[src/rtl/fpc_pkg.sv]
// Shared types, constants and helpers for the float to PCM converter.
package fpc_pkg;

	typedef enum logic [1:0] {
		DEPTH_16 = 2'd0,
		DEPTH_24 = 2'd1,
		DEPTH_32 = 2'd2
	} depth_t;

	localparam logic [1:0] DEPTH_RSVD = 2'd3;
	localparam logic [1:0] REG_DEPTH_MODE = 2'd0;

	localparam logic [30:0] SCALE_16 = 31'd32767;
	localparam logic [30:0] SCALE_24 = 31'd8388607;
	localparam logic [30:0] SCALE_32 = 31'd2147483647;

	// Exponent bias plus fraction width: value = mant * 2^(exp - EXP_OFFSET).
	localparam logic [7:0] EXP_OFFSET = 8'd150;
	localparam logic [7:0] EXP_ONE = 8'd127;
	localparam logic [7:0] EXP_MAX = 8'd255;

	typedef struct packed {
		logic        eob;
		depth_t      depth;
		logic        sign;
		logic        zero;
		logic [7:0]  exp;
		logic [23:0] mant;
	} s1_t;

	typedef struct packed {
		logic        eob;
		depth_t      depth;
		logic        sign;
		logic        zero;
		logic [7:0]  exp;
		logic [54:0] prod;
	} s2_t;

	typedef struct packed {
		logic        eob;
		depth_t      depth;
		logic        sign;
		logic        zero;
		logic [7:0]  exp;
		logic [55:0] rounded;
	} s3_t;

	typedef struct packed {
		logic        eob;
		depth_t      depth;
		logic        sign;
		logic [31:0] mag;
	} s4_t;

	function automatic logic [30:0] scale_of(depth_t d);
		logic [30:0] s;
		unique case (d)
			DEPTH_16: s = SCALE_16;
			DEPTH_24: s = SCALE_24;
			default:  s = SCALE_32;
		endcase
		return s;
	endfunction

endpackage

[src/rtl/fpc_decode.sv]
// Input stage: unpacks the float, clamps to [-1,1] and flags NaN and tiny values.
module fpc_decode (
	input  logic           clk,
	input  logic           arst_n,
	input  logic           in_valid,
	input  logic [31:0]    sample_bits,
	input  logic           end_of_buffer,
	input  fpc_pkg::depth_t depth,
	output logic           v_s1,
	output fpc_pkg::s1_t   d_s1
);

	logic [7:0]   exp;
	logic [22:0]  frac;
	logic         is_nan;
	logic         is_big;
	fpc_pkg::s1_t nxt;

	always_comb begin
		exp = sample_bits[30:23];
		frac = sample_bits[22:0];
		is_nan = (exp == fpc_pkg::EXP_MAX) && (frac != 23'd0);
		is_big = (exp > fpc_pkg::EXP_ONE) || ((exp == fpc_pkg::EXP_ONE) && (frac != 23'd0));
		nxt.eob = end_of_buffer;
		nxt.depth = depth;
		nxt.sign = sample_bits[31];
		// Subnormals and zero scale to well under one half, so they give zero.
		nxt.zero = is_nan || (exp == 8'd0);
		nxt.exp = is_big ? fpc_pkg::EXP_ONE : exp;
		nxt.mant = is_big ? 24'h800000 : {1'b1, frac};
	end

	always_ff @(posedge clk or negedge arst_n) begin
		if (!arst_n) begin
			v_s1 <= 1'b0;
		end else begin
			v_s1 <= in_valid;
		end
	end

	always_ff @(posedge clk) begin
		d_s1 <= nxt;
	end

endmodule

[src/rtl/fpc_scale.sv]
// Scaling stages: exact product, then rounding to float or double precision.
module fpc_scale (
	input  logic         clk,
	input  logic         arst_n,
	input  logic         v_s1,
	input  fpc_pkg::s1_t d_s1,
	output logic         v_s3,
	output fpc_pkg::s3_t d_s3
);

	logic         v_s2;
	fpc_pkg::s2_t d_s2;
	fpc_pkg::s3_t nxt3;
	logic [5:0]   drop;
	logic [5:0]   drop_m1;
	logic         lsb;
	logic         guard;
	logic         sticky;
	logic [54:0]  keep;

	always_ff @(posedge clk or negedge arst_n) begin
		if (!arst_n) begin
			v_s2 <= 1'b0;
			v_s3 <= 1'b0;
		end else begin
			v_s2 <= v_s1;
			v_s3 <= v_s2;
		end
	end

	always_ff @(posedge clk) begin
		d_s2.eob <= d_s1.eob;
		d_s2.depth <= d_s1.depth;
		d_s2.sign <= d_s1.sign;
		d_s2.zero <= d_s1.zero;
		d_s2.exp <= d_s1.exp;
		d_s2.prod <= 55'(d_s1.mant) * 55'(fpc_pkg::scale_of(d_s1.depth));
	end

	// The leading one sits at one of two known places, so the number of
	// dropped bits follows from a single product bit.
	always_comb begin
		unique case (d_s2.depth)
			fpc_pkg::DEPTH_16: drop = d_s2.prod[38] ? 6'd15 : 6'd14;
			fpc_pkg::DEPTH_24: drop = d_s2.prod[46] ? 6'd23 : 6'd22;
			default:           drop = d_s2.prod[54] ? 6'd2 : 6'd1;
		endcase
		drop_m1 = drop - 6'd1;
		lsb = d_s2.prod[drop];
		guard = d_s2.prod[drop_m1];
		sticky = |(d_s2.prod & ((55'd1 << drop_m1) - 55'd1));
		keep = d_s2.prod & ~((55'd1 << drop) - 55'd1);
		nxt3.eob = d_s2.eob;
		nxt3.depth = d_s2.depth;
		nxt3.sign = d_s2.sign;
		nxt3.zero = d_s2.zero;
		nxt3.exp = d_s2.exp;
		nxt3.rounded = {1'b0, keep} + ((guard && (sticky || lsb)) ? (56'd1 << drop) : 56'd0);
	end

	always_ff @(posedge clk) begin
		d_s3 <= nxt3;
	end

endmodule

[src/rtl/fpc_quantize.sv]
// Output stages: rounding to integer half away from zero, sign and byte packing.
module fpc_quantize (
	input  logic         clk,
	input  logic         arst_n,
	input  logic         v_s3,
	input  fpc_pkg::s3_t d_s3,
	output logic         result_valid,
	output logic [31:0]  pcm_bytes,
	output logic [2:0]   byte_count,
	output logic         end_of_packet
);

	logic         v_s4;
	fpc_pkg::s4_t d_s4;
	fpc_pkg::s4_t nxt4;
	logic [7:0]   sh;
	logic [7:0]   sh_m1;
	logic [55:0]  whole;
	logic         half;
	logic [31:0]  signed_val;
	logic [31:0]  pcm_q;
	logic [2:0]   count_q;
	logic         eop_q;
	logic         valid_q;

	always_comb begin
		sh = fpc_pkg::EXP_OFFSET - d_s3.exp;
		sh_m1 = sh - 8'd1;
		whole = d_s3.rounded >> sh;
		half = d_s3.rounded[sh_m1[5:0]];
		nxt4.eob = d_s3.eob;
		nxt4.depth = d_s3.depth;
		nxt4.sign = d_s3.sign;
		if (d_s3.zero || (sh > 8'd56)) begin
			nxt4.mag = 32'd0;
		end else begin
			nxt4.mag = whole[31:0] + {31'd0, half};
		end
	end

	always_comb begin
		signed_val = d_s4.sign ? (32'd0 - d_s4.mag) : d_s4.mag;
	end

	always_ff @(posedge clk or negedge arst_n) begin
		if (!arst_n) begin
			v_s4 <= 1'b0;
			valid_q <= 1'b0;
		end else begin
			v_s4 <= v_s3;
			valid_q <= v_s4;
		end
	end

	always_ff @(posedge clk) begin
		d_s4 <= nxt4;
		eop_q <= d_s4.eob;
		unique case (d_s4.depth)
			fpc_pkg::DEPTH_16: begin
				pcm_q <= {16'd0, signed_val[15:0]};
				count_q <= 3'd2;
			end
			fpc_pkg::DEPTH_24: begin
				pcm_q <= {8'd0, signed_val[23:0]};
				count_q <= 3'd3;
			end
			default: begin
				pcm_q <= signed_val;
				count_q <= 3'd4;
			end
		endcase
	end

	assign result_valid = valid_q;
	assign pcm_bytes = pcm_q;
	assign byte_count = count_q;
	assign end_of_packet = eop_q;

endmodule

[src/rtl/float_to_pcm_converter.sv]
// Top level of the float32 to signed PCM converter with its register port.
// A beat accepted at one clock edge passes in order through the register stages listed
// below, and result_valid is high for exactly one cycle with each result.
// Throughput: one beat per cycle; busy is always low and the receiver cannot stall.
// Five register stages: decode and clamp, 24x31 multiply, precision rounding,
// integer rounding shift, sign and byte packing.
// Reset (arst_n low, asynchronous) clears the pipeline valid bits and sets depth_mode to 0.
module float_to_pcm_converter (
	input  logic        clk,
	input  logic        arst_n,
	input  logic        start,
	output logic        busy,
	input  logic [31:0] sample_bits,
	input  logic        end_of_buffer,
	output logic        result_valid,
	output logic [31:0] pcm_bytes,
	output logic [2:0]  byte_count,
	output logic        end_of_packet,
	input  logic        psel,
	input  logic        penable,
	input  logic        pwrite,
	input  logic [1:0]  paddr,
	input  logic [31:0] pwdata,
	output logic [31:0] prdata,
	output logic        pready
);

	fpc_pkg::depth_t depth_q;
	logic            cfg_wr;
	logic            in_valid;
	logic            v_s1;
	fpc_pkg::s1_t    d_s1;
	logic            v_s3;
	fpc_pkg::s3_t    d_s3;

	// The pipeline never holds back, so every start beat is taken.
	assign busy = 1'b0;
	assign in_valid = start && !busy;

	// Register port: one register at byte address zero. The reserved depth
	// code is dropped and the register keeps its previous value.
	assign pready = 1'b1;
	assign cfg_wr = psel && penable && pwrite && pready;
	assign prdata = {30'd0, depth_q};

	always_ff @(posedge clk or negedge arst_n) begin
		if (!arst_n) begin
			depth_q <= fpc_pkg::DEPTH_16;
		end else if (cfg_wr && (paddr == fpc_pkg::REG_DEPTH_MODE)
				&& (pwdata[1:0] != fpc_pkg::DEPTH_RSVD)) begin
			depth_q <= fpc_pkg::depth_t'(pwdata[1:0]);
		end
	end

	// The depth travels with each beat, so results stay consistent per sample.
	fpc_decode u_decode (
		.clk           (clk),
		.arst_n        (arst_n),
		.in_valid      (in_valid),
		.sample_bits   (sample_bits),
		.end_of_buffer (end_of_buffer),
		.depth         (depth_q),
		.v_s1          (v_s1),
		.d_s1          (d_s1)
	);

	// The product is exact; it is then rounded to nearest even at 24 bits for
	// the shorter depths and at 53 bits for the 32-bit depth.
	fpc_scale u_scale (
		.clk    (clk),
		.arst_n (arst_n),
		.v_s1   (v_s1),
		.d_s1   (d_s1),
		.v_s3   (v_s3),
		.d_s3   (d_s3)
	);

	// Rounding half away from zero, then negation and byte masking. NaN gives zero.
	fpc_quantize u_quantize (
		.clk           (clk),
		.arst_n        (arst_n),
		.v_s3          (v_s3),
		.d_s3          (d_s3),
		.result_valid  (result_valid),
		.pcm_bytes     (pcm_bytes),
		.byte_count    (byte_count),
		.end_of_packet (end_of_packet)
	);

endmodule
[config.mk]
export PLATFORM = sky130hd
export DESIGN_NAME = float_to_pcm_converter
export DESIGN_NICKNAME = d
export VERILOG_FILES = /design/src/rtl/fpc_pkg.sv /design/src/rtl/fpc_decode.sv /design/src/rtl/fpc_scale.sv /design/src/rtl/fpc_quantize.sv /design/src/rtl/float_to_pcm_converter.sv
export SDC_FILE = /design/constraint.sdc
export NUM_CORES = 1
export LEC_CHECK = 0
export ABC_AREA = 1
export BUFFER_PORTS_ARGS = -buffer_cell sky130_fd_sc_hd__buf_2
export CORE_MARGIN = 2
export CORE_UTILIZATION = 45
export CTS_CLUSTER_DIAMETER = 60
export CTS_CLUSTER_SIZE = 25
export DETAILED_ROUTE_END_ITERATION = 7
export PLACE_DENSITY_LB_ADDON = 0.12
export SLEW_MARGIN = 5
export SYNTH_ARGS = -nofsm -noshare
export SYNTH_HDL_FRONTEND = slang
export SYNTH_SLANG_ARGS = --single-unit
[constraint.sdc]
create_clock -name clk -period 7.8 [get_ports clk]
set_input_delay 1.17 -clock clk [delete_from_list [all_inputs] [get_ports clk]]
set_output_delay 1.17 -clock clk [all_outputs]
set_load 0.02 [all_outputs]
======== Yosys cells after proc, flatten, opt, wreduce, memory -nomap -nowiden ========
Index checks and enable logic that the tools add are counted.
cells by class
  equal/unequal tests ..................... 6
  shift-type cells ........................ 4
  muxes and demuxes ....................... 15
  order comparisons ....................... 5
  reduce and logical (&&, ||, !) cells .... 18
  multiply operators ...................... 1
  add/subtract/negate cells ............... 8
  bitwise gates (word level) .............. 3
operator list
  cell                     number
  $and A55 B55 Y55         2
  $shl A1 B6 Y55 const A   2
  $sub A55 B1 Y55 const B  2
  $pmux W32 S2             1
  $pmux W31 S2             1
  $add A55 B56 Y56         1
  $mux W56                 1
  $shl A1 B6 Y56 const A   1
  $shr A56 B8 Y32          1
  $mul A24 B31 Y55         1
  $not A55 Y55             1
  $reduce_or A55 Y1        1
  $add A32 B1 Y32          1
  $mux W32                 1
  $sub A1 B32 Y32 const A  1
  $reduce_bool A23 Y1      1
  $lt A6 B7 Y1 const B     3
  $bmux W1 S6              3
  $pmux W6 S2              1
  $sub A6 B1 Y6 const B    2
  $eq A8 B7 Y1 const B     1
  $eq A8 B8 Y1 const B     1
  $gt A8 B6 Y1 const B     1
  $gt A8 B7 Y1 const B     1
  other kinds (10)         28
storage, ports and cells
  logic and storage cells ................. 92
  output and inout bits ................... 71
  input bits .............................. 73
  register bits ........................... 253

======== Longest topological paths before layout ========
  depth after elaboration ................. 11
  depth in mapped cells ................... 42
  depth with buffers taken out ............ 41

======== Cells and area by module ========
Synthesis repeated with hierarchy kept, for this count alone.
second synthesis, totals
  cells, all modules ...................... 4405
  area, all modules ....................... 32219.7 um2
modules (own cells, without submodules)
  module                  times used  cells an instance  sequential area each (um2)  area each (um2)
  fpc_scale               1           2696               2792.7                      22330.2
  fpc_quantize            1           1528               1491.4                      8202.9
  fpc_decode              1           133                745.7                       1333.8
  float_to_pcm_converter  1           48                 50.0                        352.8

======== Worst setup path before layout ========
Ideal clock, no wire load.
  kind .................................... register to register
  from .................................... register, netlist name u_decode.d_s1[35]
  to ...................................... register u_scale.d_s2[53] (netlist bit)
  path buffers ............................ 2
  path slack .............................. 0.933 ns
  required time ........................... 7.677 ns
  clock period less this slack ............ 6.867 ns
  stages on the path, launching flop included .. 29
  library setup time ...................... 0.123 ns
  arrival time ............................ 6.743 ns
  cells stage by stage .................... dfxtp_1 > clkbuf_1 > nor2_1 > clkbuf_1 > nor2_1 > fa_1 > inv_1 > fa_1 > fa_1 > fa_1 > inv_1 > fa_1 > inv_1 > fa_1 > inv_1 > fa_1 > ha_1 > nand2_1 > nor2_1 > a21oi_1 > o21ai_0 > a21oi_1 > o21ai_0 > nand3_1 > nand2_1 > nand2_1 > o211ai_1 > a21oi_1 > xor2_1
on the way
  cells in the longest elaborated chain, start to end .. 3
  elaborated cells on any way between the ends .. 4
  classes of those cells .................. mul: 1; eq/ne: 1; mux: 1; reduce/logical: 1
RTL lines
  item                                                     line             text
  $eq A2 B1 Y1 / $logic_not A2 Y1 (equally long branches)  fpc_pkg.sv:58    unique case (d)
  $pmux W31 S2 *                                           fpc_pkg.sv:58
  $mul A24 B31 Y55 *                                       fpc_scale.sv:37  d_s2.prod <= 55'(d_s1.mant) * 55'(fpc_pkg::scale_of(d_s1.depth));
  end: declaration                                         fpc_scale.sv:12  fpc_pkg::s2_t d_s2;
Every way passes the cells marked *; elsewhere a longest branch is shown, timed or not.
A chain may end at the register's enable or synchronous reset.

======== Final worst setup path ========
  from .................................... register, netlist name u_decode.d_s1[35]
  to ...................................... register u_scale.d_s2[53] (netlist bit)
on the way
  cells in the longest elaborated chain, start to end .. 3
  elaborated cells on any way between the ends .. 4
  classes of those cells .................. mul: 1; eq/ne: 1; mux: 1; reduce/logical: 1
RTL lines
  item                                                     line
  $eq A2 B1 Y1 / $logic_not A2 Y1 (equally long branches)  fpc_pkg.sv:58
  $pmux W31 S2 *                                           fpc_pkg.sv:58
  $mul A24 B31 Y55 *                                       fpc_scale.sv:37
Marked as above.

==> impl_metrics.prom <==
# TYPE chip_impl_metric gauge
chip_impl_info{name="outcome",value="finished, final reports clean"} 1
chip_impl_metric{name="cts_hold_buffers",unit=""} 0
chip_impl_metric{name="syn-instance-count",unit=""} 3961
chip_impl_metric{name="cts_buffer_depth",unit=""} 3
chip_impl_metric{name="final.setup_skew",unit="ps"} 16.9
chip_impl_metric{name="yosys_warnings",unit=""} 0
chip_impl_metric{name="worst_ep_required_time",unit="ps"} 8300
chip_impl_metric{name="number_of_antenna_violations_at_the_first_check_in_global_routing",unit=""} 1
chip_impl_info{name="crit-reg2reg-launch",value="u_decode.d_s1[35]"} 1
chip_impl_metric{name="grt_use_met3",unit="%"} 2.16
chip_impl_info{name="path_common_cell",value="fa_1"} 1
chip_impl_info{name="grt_setup_unrepaired",value="false"} 1
chip_impl_metric{name="timing.critical_path.buf_inv",unit=""} 7
chip_impl_metric{name="fin_tns_setup",unit="ps"} 0
chip_impl_metric{name="maxSlewHeadroom",unit="%"} 24.2
chip_impl_info{name="regToRegEndpoint",value="u_scale.d_s2[53]"} 1
chip_impl_info{name="cts_tree",value="built"} 1
chip_impl_metric{name="diodes",unit=""} 0
chip_impl_metric{name="die_width",unit="µm"} 262
chip_impl_metric{name="number_of_synthesized_flops_with_an_enable_pin",unit=""} 0
chip_impl_metric{name="ioPinCount",unit=""} 144
chip_impl_info{name="cts_root_buf",value="clkbuf_16"} 1
chip_impl_metric{name="finalHoldViolations",unit=""} 0
chip_impl_metric{name="max_cap_violations",unit=""} 0
chip_impl_metric{name="timing.critical_path.arrival",unit="ps"} 7820
chip_impl_metric{name="rows",unit=""} 94
chip_impl_metric{name="layout_worst_path_cycle_share",unit="%"} 93.8
chip_impl_metric{name="max_slew.worst_pin.slew",unit="ps"} 1130
chip_impl_metric{name="dieArea",unit="µm²"} 68900
chip_impl_metric{name="cts_sinks",unit=""} 252
chip_impl_info{name="crit_path_start_kind",value="flop"} 1
chip_impl_metric{name="slack_of_the_worst_reg_to_reg_path",unit="ps"} 480
chip_impl_metric{name="dr_total_vias",unit=""} 24900
chip_impl_metric{name="port_buffers",unit=""} 81
chip_impl_metric{name="via_count_of_the_first_global_routing_pass",unit=""} 25000
chip_impl_metric{name="detail_route.wirelength",unit="µm"} 84600
chip_impl_info{name="crit_slowest_cell",value="fa_1"} 1
chip_impl_metric{name="initial_utilization",unit="%"} 45.6
chip_impl_metric{name="hold_path_depth",unit=""} 0
chip_impl_metric{name="dr.pass1.iters",unit=""} 6
chip_impl_metric{name="synthDistinctLibCells",unit=""} 61
chip_impl_metric{name="cts_inserted_buffers",unit=""} 24
chip_impl_metric{name="synthToLayoutAreaGrowth",unit="%"} 8.00
chip_impl_metric{name="groute.layer.met1.usage",unit="%"} 32.8
chip_impl_metric{name="yosysSeqAreaShare",unit="%"} 16.9
chip_impl_metric{name="cp_num_cells",unit=""} 29
chip_impl_metric{name="final.fill_count",unit=""} 6707
chip_impl_info{name="worst_hold_startpoint",value="u_decode.d_s1[25]"} 1
chip_impl_metric{name="post_route_cells_drive_above_1_share",unit="%"} 6.67
chip_impl_metric{name="ys_seq_elements",unit=""} 252
chip_impl_metric{name="gr-total-overflow",unit=""} 0
chip_impl_metric{name="clk_pin_slew",unit="ps"} 70
chip_impl_info{name="top_usage_layer",value="met2"} 1
chip_impl_metric{name="setup_violations",unit=""} 0
chip_impl_metric{name="hpwl_after_detailed_placement",unit="µm"} 72100
chip_impl_info{name="worst_setup_path_type",value="flop to flop"} 1
chip_impl_metric{name="cts_max_level",unit=""} 1
chip_impl_metric{name="fp.dieH",unit="µm"} 262
chip_impl_info{name="setup.worst_path.end_class",value="flop"} 1
chip_impl_info{name="synth_top_flop_cell",value="dfxtp_1"} 1
chip_impl_metric{name="rr_worst_depth",unit=""} 29
chip_impl_metric{name="cts_setup_buffers",unit=""} 0
chip_impl_metric{name="timing.critical_path.fanout_max",unit=""} 15
chip_impl_metric{name="max_stage_delay",unit="ps"} 600
chip_impl_metric{name="final_net_count",unit=""} 4762
chip_impl_metric{name="min_period",unit="ps"} 7320
chip_impl_metric{name="fp.coreArea",unit="µm²"} 66000
chip_impl_metric{name="drtAntennaViolNets",unit=""} 0
chip_impl_metric{name="slew_viol_final",unit=""} 0
chip_impl_metric{name="netlist_area",unit="µm²"} 30100
chip_impl_metric{name="syn_avg_cell_area",unit="µm²"} 7.59
chip_impl_metric{name="wire_length_of_the_first_global_routing_pass",unit="µm"} 136000
chip_impl_metric{name="drc_errors",unit=""} 0
chip_impl_metric{name="clk_latency",unit="ps"} 580
chip_impl_metric{name="ctsResizeCount",unit=""} 0
chip_impl_metric{name="max_freq",unit="MHz"} 137
chip_impl_info{name="timing.critical_path.to",value="u_scale.d_s2[53]"} 1
chip_impl_metric{name="viasPerCell",unit=""} 5.04
chip_impl_metric{name="avgRoutedWirePerCell",unit="µm"} 17.1
chip_impl_metric{name="ys_async_sr_fraction",unit="%"} 2.78
chip_impl_info{name="crit_family",value="adder cells"} 1
chip_impl_info{name="min_path_type",value="flop to flop"} 1
chip_impl_metric{name="grt_max_degree",unit=""} 68
chip_impl_metric{name="globalRouteTotalUtil",unit="%"} 24.7
chip_impl_metric{name="drt_iter0_markers",unit=""} 1629
chip_impl_metric{name="globalRouteMet2Util",unit="%"} 42.4
chip_impl_info{name="crit_path_start",value="u_decode.d_s1[35]"} 1
chip_impl_metric{name="place.gp.congestion",unit=""} 0.960
## cell usage after synthesis (8+ instances only)
cell type	n	area [µm²]
inv_1	724	2720
o21a_1	10	75.1
clkbuf_1	34	128
nor2_2	17	106
a21oi_1	203	1020
inv_2	8	30.0
o21bai_1	9	67.6
nand2_1	719	2700
buf_1	18	67.6
nor3_1	38	190
fa_1	393	7870
or2_2	8	50.1
nand3_1	400	2000
xnor2_1	44	385
o21ai_0	147	736
ha_1	239	2990
nand4_1	29	181
nand2_2	9	56.3
buf_2	29	145
o211ai_1	19	143
buf_4	47	353
a31oi_1	17	106
xor2_1	82	718
nor2_1	374	1400
dfxtp_1	245	4900
## flip-flops by register name (all words and copies together), names as in the netlist
name / count
u_decode.d_s1: 36
u_quantize.end_of_packet: 1
u_scale.v_s3: 1
u_scale.v_s2: 1
u_scale.d_s2: 68
u_quantize.result_valid: 1
u_quantize.d_s4: 36
depth_q: 2
u_quantize.pcm_bytes: 32
u_scale.d_s3: 69
u_quantize.v_s4: 1
u_quantize.byte_count: 3
u_decode.v_s1: 1
## cells in the final DEF, fill, tap and decap left out, types with 8 or more instances in the layout
cell type,count
nor2_1,372
nand4_1,29
nand2_1,717
buf_4,79
o211ai_1,19
a31oi_1,17
ha_1,238
inv_1,724
nor3_1,38
or2_2,8
o21bai_1,9
nand2_2,11
fa_1,393
o21a_1,10
clkbuf_16,24
nand3_1,400
nor2_2,19
o21ai_0,146
dfxtp_1,244
xor2_1,82
a21oi_1,203
buf_2,81
xnor2_1,44
inv_2,8
conb_1,45
## worst register-to-register path: cells and delay by family (launching register included)
family	cells	cell delay, ps
simple gates	5	520
flops	1	320
xor+xnor	1	140
buf+inv	7	870
compound gates	8	1530
fa+ha+maj	8	3900
## cells by family after synthesis
kind of cell | count (synthesis) | share of synthesized area [%]
other | 2 | 0.0250
AND/OR/NAND/NOR | 1623 | 23.0
flip-flops | 252 | 16.9
XOR/XNOR | 128 | 3.78
buffers and inverters | 867 | 11.7
AO/OA/AOI/OAI | 457 | 8.47
adder cells (fa/ha/maj) | 632 | 36.1
## metal layers
metal,share of wire (%),vias up
met2,47,582
met5,0,-
met4,3.7,0
li1,-,12600
met3,4.1,143
met1,45,11600
## metrics by stage
stage | hold slack, ps | utilization, % | cells | worst slack (ps) | cell area, µm²
global placement | 310 | 47.8 | 4895 | 387 | 31600
global route | 327 | 49.2 | 4939 | 93.7 | 32500
floorplan | 310 | - | 4004 | 933 | 30200
detailed placement | 312 | 47.8 | 4895 | 320 | 31600
finish | 322 | 49.2 | 4939 | 483 | 32500
CTS | 324 | 49.2 | 4939 | 315 | 32500
## worst min-delay path by stage
stage | endpoint | slack, ps
2_1_floorplan | u_quantize.d_s4[32] | 310
3_3_place_gp | u_quantize.d_s4[33] | 310
3_5_place_dp | u_scale.d_s2[59] | 310
4_1_cts | u_scale.d_s2[56] | 320
5_1_grt | u_scale.d_s3[64] | 330
6_report | u_scale.d_s2[56] | 320
## area by class of cell
type                       instances  area [µm²]  share of cell area, %
sequential                       252        5080                   15.6
clock inverter                    17         259                  0.798
inverter                         734        2760                   8.49
clock buffer                      27         642                   1.98
timing repair buffer             160         998                   3.08
tap                              864        1080                   3.33
multi-input combinational       2885       21700                   66.7
Power is not shown: default switching activity piles up to over one toggle a cycle in this logic, so the estimate is an artifact.
